$ cat src/rtl/core/sipu_pkg.sv
// Package: widths, register indexes and payload types of the parser unit
package sipu_pkg;

  localparam int VALUE_WIDTH = 64;
  localparam int COUNT_WIDTH = 16;
  localparam int BASE_WIDTH  = 6;
  localparam int CFG_INDEX_W = 8;
  localparam int CFG_DATA_W  = 8;

  localparam logic [CFG_INDEX_W-1:0] REG_NUMBER_BASE = CFG_INDEX_W'(0);
  localparam logic [CFG_INDEX_W-1:0] REG_SIGNED_MODE = CFG_INDEX_W'(1);

  typedef struct packed {
    logic [7:0] ch;
    logic       start_req;
  } in_item_t;

  typedef struct packed {
    logic [VALUE_WIDTH-1:0] value;
    logic [COUNT_WIDTH-1:0] end_offset;
    logic                   done_res;
    logic [BASE_WIDTH-1:0]  active_base;
  } out_item_t;

  typedef struct packed {
    logic [BASE_WIDTH-1:0] number_base;
    logic                  signed_mode;
  } cfg_t;

endpackage

$ cat src/rtl/core/sipu_core.sv
// Parse state registers and the per-character next-state and result logic
module sipu_core (
  input  logic               clk,
  input  logic               rst_n,
  input  logic               in_fire,
  input  sipu_pkg::in_item_t in_item,
  input  sipu_pkg::cfg_t     cfg,
  output sipu_pkg::out_item_t res
);
  import sipu_pkg::*;

  localparam logic [2:0] PH_IDLE    = 3'd0;
  localparam logic [2:0] PH_LEAD    = 3'd1;
  localparam logic [2:0] PH_ZERO    = 3'd2;
  localparam logic [2:0] PH_ZEROX   = 3'd3;
  localparam logic [2:0] PH_HEXZERO = 3'd4;
  localparam logic [2:0] PH_DIGITS  = 3'd5;
  localparam logic [2:0] PH_DONE    = 3'd6;

  localparam logic [BASE_WIDTH-1:0] DIGIT_BAD = '1;
  localparam logic [COUNT_WIDTH-1:0] CNT_MAX  = '1;

  logic [2:0]             phase_r, phase_nxt;
  logic [BASE_WIDTH-1:0]  base_r, base_nxt;
  logic [VALUE_WIDTH-1:0] acc_r, acc_nxt;
  logic                   neg_r, neg_nxt;
  logic [COUNT_WIDTH-1:0] cnt_r, cnt_nxt;

  function automatic logic [BASE_WIDTH-1:0] hex_val(input logic [7:0] c);
    logic [BASE_WIDTH-1:0] v;
    v = DIGIT_BAD;
    if (c >= "0" && c <= "9") v = BASE_WIDTH'(c - "0");
    else if (c >= "a" && c <= "f") v = BASE_WIDTH'(c - "a" + 8'd10);
    else if (c >= "A" && c <= "F") v = BASE_WIDTH'(c - "A" + 8'd10);
    return v;
  endfunction

  logic [7:0]             c;
  logic [BASE_WIDTH-1:0]  hv;
  logic                   is_x;
  logic                   lead, take;
  logic [1:0]             inc;
  logic [VALUE_WIDTH-1:0] acc_cur;
  logic [COUNT_WIDTH-1:0] cnt_cur;
  logic [COUNT_WIDTH:0]   cnt_sum;

  assign c    = in_item.ch;
  assign hv   = hex_val(c);
  assign is_x = (c == "x") || (c == "X");

  always_comb begin
    phase_nxt = phase_r;
    base_nxt  = base_r;
    acc_cur   = acc_r;
    neg_nxt   = neg_r;
    cnt_cur   = cnt_r;
    lead      = 1'b0;
    take      = 1'b0;
    inc       = 2'd0;
    if (in_item.start_req) begin
      acc_cur  = '0;
      cnt_cur  = '0;
      neg_nxt  = 1'b0;
      base_nxt = cfg.number_base;
      if (cfg.signed_mode && c == "-") begin
        neg_nxt   = 1'b1;
        inc       = 2'd1;
        phase_nxt = PH_LEAD;
      end else begin
        lead = 1'b1;
      end
    end else begin
      unique case (phase_r)
        PH_LEAD: lead = 1'b1;
        PH_ZERO: begin
          if (is_x) begin
            phase_nxt = PH_ZEROX;
          end else begin
            base_nxt = BASE_WIDTH'(8);
            take     = 1'b1;
          end
        end
        PH_ZEROX: begin
          if (hv < BASE_WIDTH'(16)) begin
            base_nxt = BASE_WIDTH'(16);
            inc      = 2'd1;
            take     = 1'b1;
          end else begin
            base_nxt  = BASE_WIDTH'(8);
            phase_nxt = PH_DONE;
          end
        end
        PH_HEXZERO: begin
          if (is_x) begin
            inc       = 2'd1;
            phase_nxt = PH_DIGITS;
          end else begin
            take = 1'b1;
          end
        end
        PH_DIGITS: take = 1'b1;
        default: ;
      endcase
    end

    if (lead) begin
      if (base_nxt == '0) begin
        if (c == "0") begin
          inc       = 2'd1;
          phase_nxt = PH_ZERO;
        end else begin
          base_nxt = BASE_WIDTH'(10);
          take     = 1'b1;
        end
      end else if (base_nxt == BASE_WIDTH'(16) && c == "0") begin
        inc       = 2'd1;
        phase_nxt = PH_HEXZERO;
      end else begin
        take = 1'b1;
      end
    end

    acc_nxt = acc_cur;
    if (take) begin
      if (hv < base_nxt) begin
        acc_nxt   = VALUE_WIDTH'(acc_cur * {{(VALUE_WIDTH-BASE_WIDTH){1'b0}}, base_nxt})
                    + {{(VALUE_WIDTH-BASE_WIDTH){1'b0}}, hv};
        inc       = inc + 2'd1;
        phase_nxt = PH_DIGITS;
      end else begin
        phase_nxt = PH_DONE;
      end
    end

    cnt_sum = {1'b0, cnt_cur} + {{(COUNT_WIDTH-1){1'b0}}, inc};
    cnt_nxt = cnt_sum[COUNT_WIDTH] ? CNT_MAX : cnt_sum[COUNT_WIDTH-1:0];
  end

  always_ff @(posedge clk) begin
    if (!rst_n) begin
      phase_r <= PH_IDLE;
      base_r  <= '0;
      acc_r   <= '0;
      neg_r   <= 1'b0;
      cnt_r   <= '0;
    end else if (in_fire) begin
      phase_r <= phase_nxt;
      base_r  <= base_nxt;
      acc_r   <= acc_nxt;
      neg_r   <= neg_nxt;
      cnt_r   <= cnt_nxt;
    end
  end

  assign res.value       = neg_nxt ? (VALUE_WIDTH'(0) - acc_nxt) : acc_nxt;
  assign res.end_offset  = cnt_nxt;
  assign res.done_res    = (phase_nxt == PH_DONE) || (phase_nxt == PH_IDLE);
  assign res.active_base = base_nxt;

endmodule

$ cat src/rtl/core/sipu_out_reg.sv
// Result register: holds one result until the receiver takes it
module sipu_out_reg (
  input  logic                clk,
  input  logic                rst_n,
  input  logic                load,
  input  sipu_pkg::out_item_t res_in,
  output logic                can_load,
  output logic                out_valid,
  input  logic                out_ready,
  output sipu_pkg::out_item_t out_data
);
  import sipu_pkg::*;

  logic      valid_r, valid_nxt;
  out_item_t data_r;

  assign can_load  = !valid_r || out_ready;
  assign valid_nxt = load || (valid_r && !out_ready);

  always_ff @(posedge clk) begin
    if (!rst_n) begin
      valid_r <= 1'b0;
    end else begin
      valid_r <= valid_nxt;
    end
  end

  always_ff @(posedge clk) begin
    if (load) begin
      data_r <= res_in;
    end
  end

  assign out_valid = valid_r;
  assign out_data  = data_r;

endmodule

$ cat src/rtl/core/string_to_integer_parser_unit.sv
// Top level of the streaming string-to-integer parser unit
//
// Input channel (in_valid/in_ready/in_data): one character per transfer;
// in_data.start_req marks the first character of a new string.
// Result channel (out_valid/out_ready/out_data): one result per character,
// carrying the value so far, characters consumed, done flag and the base.
// Config channel (cfg_valid/cfg_ready/cfg_index/cfg_data): index 0 is the
// number base (0 detects from prefix), index 1 enables signed mode; other
// indexes are dropped. cfg_ready is always high. Settings take effect at the
// next start character.
// Result timing: a result is valid the cycle after its character transfer.
// Throughput: one character per cycle while in_ready is high; the parse
// state and the multiply-add by the base update together on each transfer.
// Reset: parser returns to idle (done, value 0, base 0), base and signed
// mode clear to 0, the result register empties.
// Stall: the result register holds while out_ready is low; in_ready drops
// only while a result is held and out_ready is low.
module string_to_integer_parser_unit (
  input  logic                                 clk,
  input  logic                                 rst_n,
  input  logic                                 in_valid,
  output logic                                 in_ready,
  input  sipu_pkg::in_item_t                   in_data,
  output logic                                 out_valid,
  input  logic                                 out_ready,
  output sipu_pkg::out_item_t                  out_data,
  input  logic                                 cfg_valid,
  output logic                                 cfg_ready,
  input  logic [sipu_pkg::CFG_INDEX_W-1:0]     cfg_index,
  input  logic [sipu_pkg::CFG_DATA_W-1:0]      cfg_data
);
  import sipu_pkg::*;

  cfg_t      cfg_r;
  out_item_t res;
  logic      in_fire;
  logic      can_load;

  assign cfg_ready = 1'b1;

  always_ff @(posedge clk) begin
    if (!rst_n) begin
      cfg_r <= '0;
    end else if (cfg_valid) begin
      if (cfg_index == REG_NUMBER_BASE) begin
        cfg_r.number_base <= cfg_data[BASE_WIDTH-1:0];
      end else if (cfg_index == REG_SIGNED_MODE) begin
        cfg_r.signed_mode <= cfg_data[0];
      end
    end
  end

  assign in_ready = can_load;
  assign in_fire  = in_valid && can_load;

  sipu_core u_core (
    .clk     (clk),
    .rst_n   (rst_n),
    .in_fire (in_fire),
    .in_item (in_data),
    .cfg     (cfg_r),
    .res     (res)
  );

  sipu_out_reg u_out (
    .clk       (clk),
    .rst_n     (rst_n),
    .load      (in_fire),
    .res_in    (res),
    .can_load  (can_load),
    .out_valid (out_valid),
    .out_ready (out_ready),
    .out_data  (out_data)
  );

endmodule

$ cat config.mk
export PLATFORM = sky130hd
export DESIGN_NAME = string_to_integer_parser_unit
export DESIGN_NICKNAME = d
export VERILOG_FILES = /design/src/rtl/core/sipu_pkg.sv /design/src/rtl/core/sipu_core.sv /design/src/rtl/core/sipu_out_reg.sv /design/src/rtl/core/string_to_integer_parser_unit.sv
export SDC_FILE = /design/constraint.sdc
export NUM_CORES = 1
export LEC_CHECK = 0
export BUFFER_PORTS_ARGS = -buffer_cell sky130_fd_sc_hd__buf_2
export CELL_PAD_IN_SITES_DETAIL_PLACEMENT = 1
export CELL_PAD_IN_SITES_GLOBAL_PLACEMENT = 1
export CORE_MARGIN = 5
export CORE_UTILIZATION = 50
export CTS_CLUSTER_SIZE = 14
export DETAILED_ROUTE_END_ITERATION = 12
export PLACE_DENSITY_LB_ADDON = 0.05
export REMOVE_ABC_BUFFERS = 1
export SYNTH_ARGS = -nofsm -noshare
export SYNTH_HDL_FRONTEND = slang
export SYNTH_SLANG_ARGS = --single-unit
$ cat constraint.sdc
create_clock -name clk -period 15.06 [get_ports clk]
set_clock_uncertainty 0.2 [all_clocks]
set_input_delay 2.259 -clock clk [delete_from_list [all_inputs] [get_ports clk]]
set_output_delay 2.259 -clock clk [all_outputs]
set_load 0.01 [all_outputs]
==> run_results.csv <==
group,metric,value,unit
clocking,cts_setup_buffers,0,
die,io_pins,120,
power,clkPwrFrac,32.9,%
job,drv_cap,0,
timing,worst_pin_slew,1.23,ns
timing,finalMaxSlewViolations,0,
synthesis,netlist_area,0.0233,mm^2
setup_path,reg2reg_slack,5.06,ns
drt,viasPerCell,6.28,
setup_path,worstPathMaxFanout,29,
synthesis,async_flop_share,0,%
setup_path,worstSetupStartpointType,"input port",
timing,min_period_over_period,80.1,%
clocking,cts_buffers,17,
grt,grtUsageTotal,30.9,%
clocking,worstSkewPairLatency,0.51,ns
drt,drt_iter0_markers,1277,
power,power_frac_comb,28.1,%
power,ir_drop,0.0706,mV
clocking,cts-resized-gates,0,
power,p_sw,0.576,mW
setup_path,cp.arrival,12.11,ns
final_layout,diodes,0,
final_layout,drive_gt1_share,8.94,%
power,power_density,60.2,mW/mm^2
power,leakagePower,11.6,nW
die,dieArea,0.0510,mm^2
place,finalWeightedCongestion,0.921,
place,port_buffers,116,
synthesis,avgSynthCellArea,8.54,um^2
synthesis,yosysWarnings,0,
timing,setup_tns,0,ns
drt,drc,0,
die,coreArea,0.0464,mm^2
grt,grt_max_degree,65,
power,p_total,1.50,mW
power,swShare,38.5,%
place,dpl_cell_area,0.0243,mm^2
grt,grt_pass1_vias,22600,
final_layout,area_growth,6.78,%
synthesis,synth_edf_count,87,
die,die_h,226,um
grt,antenna_found_initial,0,
clocking,htree_num_levels,4,
timing,timing.fmax,82.9,MHz
clocking,cts_tree,"yes",
clocking,clk_pin_slew,0.09,ns
timing,setup_viol,0,
power,internal-power,0.921,mW
setup_path,crit_path_end_kind,"flop",
drt,wl_per_cell,23.5,um
die,start_util,50.3,%
timing,min_period,12.06,ns
drt,drt-total-wl,78.6,mm
clocking,cts_root_buf,"clkbuf_16",
synthesis,postSynthCellCount,2727,
drt,ant_nets,0,
drt,drtPass1Iterations,5,
place,hpwl,60.5,mm
power,seq_power_share,39.0,%
timing,hold_violations,0,
timing,grt_setup_unrepaired,"no",
setup_path,cp.required,15.11,ns
setup_path,path_class,"in2reg",
synthesis,synth-seq-cells,185,
clocking,cts_sinks,185,
die,num_rows,79,
final_layout,num-nets-final,3144,
drt,num_vias,21000,
final_layout,fillers,5497,
synthesis,ys_types,105,
die,die_w,226,um
status,status,"finished, final reports clean",
synthesis,synth-main-ff-cell,"dfxtp_1",
min_path,hp-class,"reg2reg",
clocking,clock_path_buffers,2,
timing,slew-limit-headroom,15.7,%
clocking,cts_hold_buf,0,
grt,grt_remaining_overflow,0,
synthesis,yosysSeqAreaShare,19.6,%
final_layout,final_util,53.7,%
grt,grt_pass1_wl,124,mm
final_layout,stdcell_area,0.0249,mm^2
cell usage after synthesis, types with 41 or more instances:
cell type / number / area share, %
nor3_1: 45 / 0.97
edfxtp_1: 87 / 11
dfxtp_1: 98 / 8.4
clkbuf_1: 125 / 2.0
o211a_1: 47 / 2.0
nand2_1: 304 / 4.9
nor2_1: 402 / 6.5
ha_1: 144 / 7.7
and3_1: 78 / 2.1
and2_1: 72 / 1.9
o21ai_0: 127 / 2.7
fa_1: 241 / 21
xor2_1: 41 / 1.5
inv_1: 100 / 1.6
nor2b_1: 48 / 1.3
xnor2_1: 80 / 3.0
a21oi_1: 122 / 2.6
worst max-delay path: stages:
cell and delay (ns):
buf_2 0.16, inv_1 0.08, ha_1 0.24, nor4b_1 0.47, a2bb2oi_1 0.17, a211o_1 0.29
o211a_4 0.26, inv_2 0.13, nand2_1 0.09, nand2_1 0.92, and3_1 0.30, fa_1 0.46
fa_1 0.56, fa_1 0.54, ha_1 0.32, ha_1 0.44, nand2_1 0.15, or4_1 0.53
o22a_2 0.35, a2111oi_0 1.07, o21ai_0 0.24, a22oi_1 0.30, nor4bb_1 0.32, o21ai_2 0.19
nor2_4 0.38, nand3_4 0.24, o41ai_2 0.49, xnor2_1 0.12
cell families (layout without fill, tap and decap cells):
| group | count (synthesis) | count (layout) | share of synthesized area (%) |
|---|---|---|---|
| adder cells (fa/ha/maj) | 385 | 385 | 28.4 |
| other | 1 | 1 | 0.0161 |
| flip-flops | 185 | 185 | 19.6 |
| XOR/XNOR | 121 | 121 | 4.55 |
| AND/OR/NAND/NOR | 1130 | 1130 | 23.1 |
| multiplexers | 24 | 24 | 1.04 |
| buffers and inverters | 267 | 282 | 4.48 |
| AO/OA/AOI/OAI | 614 | 614 | 18.8 |
power by group through the flow:
stage	sequential [mW]	combinational [mW]	clock, mW
finish	0.584	0.421	0.492
global route	0.588	0.455	0.521
CTS	0.584	0.418	0.503
detailed placement	0.595	0.415	0
global placement	0.593	0.400	0
floorplan	0.599	0.253	0
metal layers:
layer / global-route usage (%) / up-vias / wire length (um) / share of wire, %
li1: - / 9573 / - / -
met1: 39.2 / 10800 / 33500 / 43
met2: 52.6 / 536 / 38400 / 49
met3: 5.72 / 148 / 4000 / 5.1
met4: 11.6 / 0 / 2800 / 3.6
met5: 0 / - / 0 / 0
layout by cell type, fill, tap and decap left out, drive strengths merged, types with 25 or more instances in the layout:
cell type	netlist	final
nand3	41	41
nor3	46	46
a21o	34	34
o21ai	133	133
o211a	48	48
fa	241	241
dfxtp	98	98
nand2	305	305
xor2	41	41
buf	36	145
ha	144	144
o211ai	28	28
edfxtp	87	87
nand4	31	31
a31oi	27	27
nor2b	48	48
and2	73	73
nor2	403	403
inv	103	110
and3	80	80
a211oi	25	25
a21oi	124	124
xnor2	80	80
worst paths after layout:
path	startpoint	end	cells after the start
setup reg to reg	u_core.phase_r[1]$_SDFFE_PN0P_	u_out.out_data[83]$_DFFE_PP_	27
setup / recovery	in_data[2]	u_out.out_data[83]$_DFFE_PP_	28
hold / removal	u_core.cnt_r[1]$_SDFFE_PN0P_	u_core.cnt_r[1]$_SDFFE_PN0P_	1
hold reg to reg	u_core.cnt_r[1]$_SDFFE_PN0P_	u_core.cnt_r[1]$_SDFFE_PN0P_	1
flip-flops by register name, indices dropped and copies added (netlist names):
register         count
u_core.cnt_r        16
u_out.out_valid      1
u_core.base_r        6
cfg_r                7
u_out.out_data      87
u_core.acc_r        64
u_core.phase_r       3
u_core.neg_r         1
area by class of cell:
type                            count  area (um^2)  share of cell area [%]
Clock inverter                     15          190                   0.765
Timing Repair Buffer              145          801                    3.22
Inverter                          105          402                    1.61
Sequential cell                   185         4570                    18.4
Tap cell                          607          759                    3.05
Multi-Input combinational cell   2275        17700                    71.2
Clock buffer                       17          425                    1.71
stage by stage:
step / cells / worst slack (ns) / hold WS, ns
2_1_floorplan: 2565 / 3.09 / 0.270
6_report: 3349 / 3.00 / 0.308
3_5_place_dp: 3317 / 2.76 / 0.290
4_1_cts: 3349 / 3.29 / 0.310
5_1_grt: 3349 / 2.62 / 0.327
3_3_place_gp: 3317 / 3.10 / 0.277
No activity file was read; power rests on OpenSTA's default activity.
